$ cat config.mk
export PLATFORM = sky130hd
export DESIGN_NAME = nst_ms_conv
export DESIGN_NICKNAME = d
export VERILOG_FILES = /design/src/rtl/note_sequence_timer_unit_defines.svh /design/src/rtl/nst_pkg.sv /design/src/rtl/nst_ms_conv.sv
export SDC_FILE = /design/constraint.sdc
export NUM_CORES = 2
export LEC_CHECK = 0
export BUFFER_PORTS_ARGS = -buffer_cell sky130_fd_sc_hd__buf_2
export CORE_MARGIN = 10
export CORE_UTILIZATION = 60
export DETAILED_ROUTE_END_ITERATION = 10
export GPL_TIMING_DRIVEN = 0
export HOLD_SLACK_MARGIN = 0.12
export PLACE_DENSITY = 0.77
export SLEW_MARGIN = 20
export SYNTH_ARGS = -nofsm -noshare
export SYNTH_HDL_FRONTEND = slang
export SYNTH_SLANG_ARGS = --single-unit
export TNS_END_PERCENT = 100
$ cat constraint.sdc
create_clock -name clk -period 14.4 [get_ports clk]
set_input_delay 2.88 -clock clk [delete_from_list [all_inputs] [get_ports clk]]
set_output_delay 2.88 -clock clk [all_outputs]
set_load 0.01 [all_outputs]
$ cat src/rtl/note_sequence_timer_unit_defines.svh
// Assertion macros shared by the note sequence timer RTL.
// Include by bare file name; no other dependencies.
`ifndef NOTE_SEQUENCE_TIMER_UNIT_DEFINES_SVH
`define NOTE_SEQUENCE_TIMER_UNIT_DEFINES_SVH

// Same-cycle implication, disabled while in reset.
`define NST_ASSERT_NOW(label, clk, rst_n, ante, cons, msg) \
    label: assert property (@(posedge clk) disable iff (!rst_n) (ante) |-> (cons)) \
        else $error(msg);

// Next-cycle implication, disabled while in reset.
`define NST_ASSERT_NEXT(label, clk, rst_n, ante, cons, msg) \
    label: assert property (@(posedge clk) disable iff (!rst_n) (ante) |=> (cons)) \
        else $error(msg);

`endif

$ cat src/rtl/nst_pkg.sv
// Types and constants for the note sequence timer.
// No dependencies.
`timescale 1ns / 1ps
`default_nettype none

package nst_pkg;

    localparam int OP_W       = 3;
    localparam int TARGET_W   = 6;
    localparam int FREQ_W     = 16;
    localparam int VOL_W      = 9;
    localparam int MS_W       = 16;
    localparam int RATE_W     = 17;
    localparam int LEN_W      = 23;
    localparam int MODE_W     = 2;
    localparam int POS_OUT_W  = 7;
    localparam int CFG_IDX_W  = 1;
    localparam int CFG_DATA_W = 17;

    localparam logic [CFG_IDX_W-1:0] REG_RATE        = 1'b0;
    localparam logic [CFG_IDX_W-1:0] REG_LOOP_ENABLE = 1'b1;

    localparam logic [RATE_W-1:0] RATE_RESET = 17'd32000;
    localparam logic [LEN_W-1:0]  LEN_MAX    = 23'h7FFFFF;

    // ms * rate / 1000 as ((ms * rate) >> 3) / 125 via reciprocal
    localparam int MS_PER_S    = 1000;
    localparam int PROD_W      = MS_W + RATE_W;
    localparam int QUO_W       = PROD_W - 3;
    localparam int RECIP_SHIFT = 37;
    localparam int RECIP_W     = 31;
    localparam int WIDE_W      = QUO_W + RECIP_W;
    localparam int EST_W       = 24;
    localparam int REM_W       = 31;
    localparam longint unsigned RECIP_FULL = (64'd1 << RECIP_SHIFT) / (MS_PER_S / 8);
    localparam logic [RECIP_W-1:0] RECIP   = RECIP_W'(RECIP_FULL);
    localparam logic [REM_W-1:0]   DIV_REST = REM_W'(MS_PER_S / 8);
    localparam logic [PROD_W-1:0]  SAT_PRODUCT =
        PROD_W'((64'd1 << LEN_W) * 64'(MS_PER_S));

    typedef enum logic [OP_W-1:0] {
        OP_TICK   = 3'd0,
        OP_APPEND = 3'd1,
        OP_CLEAR  = 3'd2,
        OP_PLAY   = 3'd3,
        OP_PAUSE  = 3'd4,
        OP_STOP   = 3'd5,
        OP_JUMP   = 3'd6
    } opcode_t;

    typedef enum logic [MODE_W-1:0] {
        MODE_STOPPED = 2'd0,
        MODE_PLAYING = 2'd1,
        MODE_PAUSED  = 2'd2
    } mode_t;

    typedef struct packed {
        logic [FREQ_W-1:0] freq;
        logic [VOL_W-1:0]  vol;
        logic [MS_W-1:0]   tone_ms;
        logic [MS_W-1:0]   rest_ms;
    } note_entry_t;

    localparam int NOTE_W = $bits(note_entry_t);

    typedef struct packed {
        logic [MS_W-1:0] tone_ms;
        logic [MS_W-1:0] rest_ms;
    } conv_req_t;

    typedef struct packed {
        logic [LEN_W-1:0] tone_len;
        logic [LEN_W-1:0] rest_len;
    } conv_res_t;

endpackage

`default_nettype wire

$ cat src/rtl/nst_ms_conv.sv
// Three-stage ms-to-samples converter for tone and rest lengths.
// len = min(floor(ms * rate / 1000), 2^23-1). Depends on nst_pkg.
`timescale 1ns / 1ps
`default_nettype none

module nst_ms_conv (
    input  logic                          clk,
    input  logic                          rst_n,
    input  logic                          flush,
    input  logic                          in_valid,
    input  nst_pkg::conv_req_t            req,
    input  logic [nst_pkg::RATE_W-1:0]    rate,
    output logic                          out_valid,
    output nst_pkg::conv_res_t            res
);
    import nst_pkg::*;

    logic [MS_W-1:0]   ms_lane   [2];
    logic [PROD_W-1:0] prod_reg  [2];
    logic [QUO_W-1:0]  quo_reg   [2];
    logic [WIDE_W-1:0] wide_reg  [2];
    logic              sat_reg   [2];
    logic [EST_W-1:0]  est       [2];
    logic [REM_W-1:0]  rem       [2];
    logic [EST_W-1:0]  est_fix   [2];
    logic [LEN_W-1:0]  len_next  [2];
    logic [LEN_W-1:0]  len_reg   [2];
    logic              v1_reg;
    logic              v2_reg;
    logic              v3_reg;

    always_comb
    begin
        ms_lane[0] = req.tone_ms;
        ms_lane[1] = req.rest_ms;
    end

    always_ff @(posedge clk or negedge rst_n)
    begin
        if (!rst_n)
        begin
            v1_reg <= 1'b0;
            v2_reg <= 1'b0;
            v3_reg <= 1'b0;
        end
        else if (flush)
        begin
            v1_reg <= 1'b0;
            v2_reg <= 1'b0;
            v3_reg <= 1'b0;
        end
        else
        begin
            v1_reg <= in_valid;
            v2_reg <= v1_reg;
            v3_reg <= v2_reg;
        end
    end

    // quotient estimate is exact or one low; one correction step
    always_comb
    begin
        for (int i = 0; i < 2; i++)
        begin
            est[i]      = wide_reg[i][WIDE_W-1 -: EST_W];
            rem[i]      = REM_W'(quo_reg[i]) - REM_W'(est[i]) * DIV_REST;
            est_fix[i]  = (rem[i] >= DIV_REST) ? est[i] + EST_W'(1) : est[i];
            len_next[i] = sat_reg[i] ? LEN_MAX : est_fix[i][LEN_W-1:0];
        end
    end

    always_ff @(posedge clk)
    begin
        for (int i = 0; i < 2; i++)
        begin
            prod_reg[i] <= PROD_W'(ms_lane[i]) * PROD_W'(rate);
            quo_reg[i]  <= prod_reg[i][PROD_W-1:3];
            sat_reg[i]  <= prod_reg[i] >= SAT_PRODUCT;
            wide_reg[i] <= WIDE_W'(prod_reg[i][PROD_W-1:3]) * WIDE_W'(RECIP);
            len_reg[i]  <= len_next[i];
        end
    end

    assign out_valid    = v3_reg;
    assign res.tone_len = len_reg[0];
    assign res.rest_len = len_reg[1];

endmodule

`default_nettype wire

==> impl_metrics.yaml <==
status:
  status: "complete, no violations"
synth:
  netlist_instances: 6464
  syn-mean-instance-area_um2: 9.69
  synth_top_area_share_pct: 39.8
  synth_compound_area_share_pct: 6.43
  synth-seq-cells: 225
  synthMostInstantiatedCell: "inv_1"
  synth_edf_count: 0
  synth_cell_types: 86
  synth_xor_area_share_pct: 1.78
  async_reset_ff_share_pct: 1.33
  synth_simple_gate_area_share_pct: 9.02
  synthTopCellsByCount: "inv_1, fa_1, ha_1"
  synth_top_family_by_area: "adder cells"
  synthTopCellsByArea: "fa_1, ha_1, inv_1"
  synth_ff_type: "dfxtp_1"
  synthMuxAreaShare_pct: 0.471
  synth_area_mm2: 0.0626
  syn_nets: 8961
  synthAdderAreaFrac_pct: 63.7
  yosys_warnings: 0
  synth_largest_area_cell: "fa_1"
  seq_area_frac_synth_pct: 7.21
clocking:
  cts_buffers: 27
  clock-sinks: 225
  post_cts_buffers: 0
  cts_tree: "done"
  clock_latency_ns: 0.60
  postCtsResizedCells: 0
  postCtsHoldBufs: 0
  ctsRootBufferMaster: "clkbuf_16"
  clockBufferDepth: 3
  htreeDepth: 1
  path_clk_slew_ns: 0.07
grt:
  grt_use_met2_pct: 45.0
  grt_max_degree: 15
  met3_usage_pct: 4.99
  grt_antenna_before_repair: 10
  use_met1_pct: 37.6
  grt_overflow_total: 0
  busiest_layer: "met2"
  grt_use_total_pct: 28.0
  grt_pass1_vias: 47902
  grt_pass1_wl_um: 259000
critical_path:
  crit_type: "in -> reg"
  critPathCaptureType: "flip-flop"
  cp_max_fo: 10
  cp-start-kind: "primary input"
  crit_arrival_ns: 10.09
  worstPathRequired_ns: 14.91
layout:
  syn_to_final_growth_pct: 5.00
  largest_register_ffs: 66
  stdcell_count: 7990
  nets: 9082
  drive_gt1_share_pct: 2.79
route:
  drt_wl_total_um: 162000
  drc: 0
  dr.pass1.iters: 6
  vias: 44446
  viasPerCell: 5.56
  ant_nets: 0
  wl_per_cell_um: 20.2
  drt_iter0_drc: 2873
placed_design:
  io_buffers: 92
  routabilityCongestion: 0.997
  placedCellCount: 7936
  dp_hpwl_um: 138000
timing:
  worstMarginPinSlew_ns: 1.10
  fin_crit_ns: 9.58
  fin_crit_sh_pct: 66.5
  fmax_ghz: 0.104
  rsz0062_at_grt: "false"
  finalClockSkew_ns: 0.0118
  hold_viol_final: 0
  tns_ns: 0
  drv_slew: 0
  setup-violations-final: 0
  max-slew-margin-rel_pct: 27.0
hold_path:
  hp-class: "reg -> reg"
floorplan:
  die_area_mm2: 0.118
  rows: 118
  core_region_area_mm2: 0.104
  die_h_um: 343
  die_w_um: 343
  top_level_ports: 100
  initial_core_util_pct: 60.4
flow_run:
  maxCapViolCount: 0
==> final cells by class <==
type,count,area [um2]
multi-input combinational,4345,51000
fill,8403,37900
inverter,1772,6650
sequential,225,4520
tap,1380,1730
clock buffer,31,721
buffer,122,479
timing repair buffer,92,460
clock inverter,18,213
antenna,5,12.5
==> layout by cell type (no fill, tap or decap), types with 27 or more instances in the layout <==
cell type	n
inv_1	1770
clkbuf_1	116
nor3_1	44
nor2_1	133
and3_1	29
nand4_1	42
o21ai_0	109
nand2_1	449
xor2_1	41
xnor2_1	86
and2_1	222
buf_2	96
o21a_1	34
clkbuf_16	27
a21o_1	96
fa_1	1244
a21oi_1	166
ha_1	1200
nand3_1	53
or3_1	27
dfxtp_1	222
==> critical path, cell delays in order <==
cell	delay [ns]
buf_2	0.12
clkbuf_1	0.82
nand2_1	0.19
fa_1	0.58
inv_1	0.05
fa_1	0.52
inv_1	0.05
fa_1	0.49
inv_1	0.05
fa_1	0.53
inv_1	0.05
fa_1	0.49
inv_1	0.06
fa_1	0.44
ha_1	0.42
nand4_1	0.14
a211oi_1	0.39
o2111ai_1	0.26
a32oi_1	0.38
a31oi_1	0.19
o21ai_0	0.37
o41a_1	0.22
a41o_1	0.20
xor2_1	0.17
==> final timing paths <==
kind                                           end                    start  slack [ns]  cells after the start
max in group asynchronous         v1_reg$_DFF_PN0_                    rst_n       12.21                      1
setup reg to reg           wide_reg[0][60]$_DFF_P_  prod_reg[0][16]$_DFF_P_        4.93                     25
hold / removal                 out_valid$_DFF_PN0_         v2_reg$_DFF_PN0_        0.47                      1
setup / recovery           prod_reg[0][64]$_DFF_P_                 rate[12]        4.82                     24
min in group asynchronous         v2_reg$_DFF_PN0_                    rst_n        2.09                      1
hold reg to reg                out_valid$_DFF_PN0_         v2_reg$_DFF_PN0_        0.47                      1
==> stage by stage <==
step	area, um2	hold WS, ns	setup slack, ns	util, %
2_1_floorplan	62600	0.387	5.53	-
3_3_place_gp	64800	0.448	4.40	62.6
3_5_place_dp	64800	0.464	4.24	62.6
4_1_cts	65800	0.479	4.87	63.5
5_1_grt	65800	0.535	4.36	63.5
6_report	65800	0.472	4.82	63.5
==> routing by layer <==
layer  share of wire (%)  vias to the layer above
li1                    -                    20142
met1                  41                    22126
met2                  46                     1754
met3                 8.4                      418
met4                 4.4                        6
met5               0.022                        -
==> logic make-up after synthesis <==
kind of cell	Yosys count
AOI/OAI and AO/OA	610
adders and majority gates	2444
buffers and inverters	1894
and+or+nand+nor	1135
DFF	225
xor gates and xnor gates	127
muxes	29
Power is not shown: default switching activity piles up to over one toggle a cycle in this logic, so the estimate is an artifact.
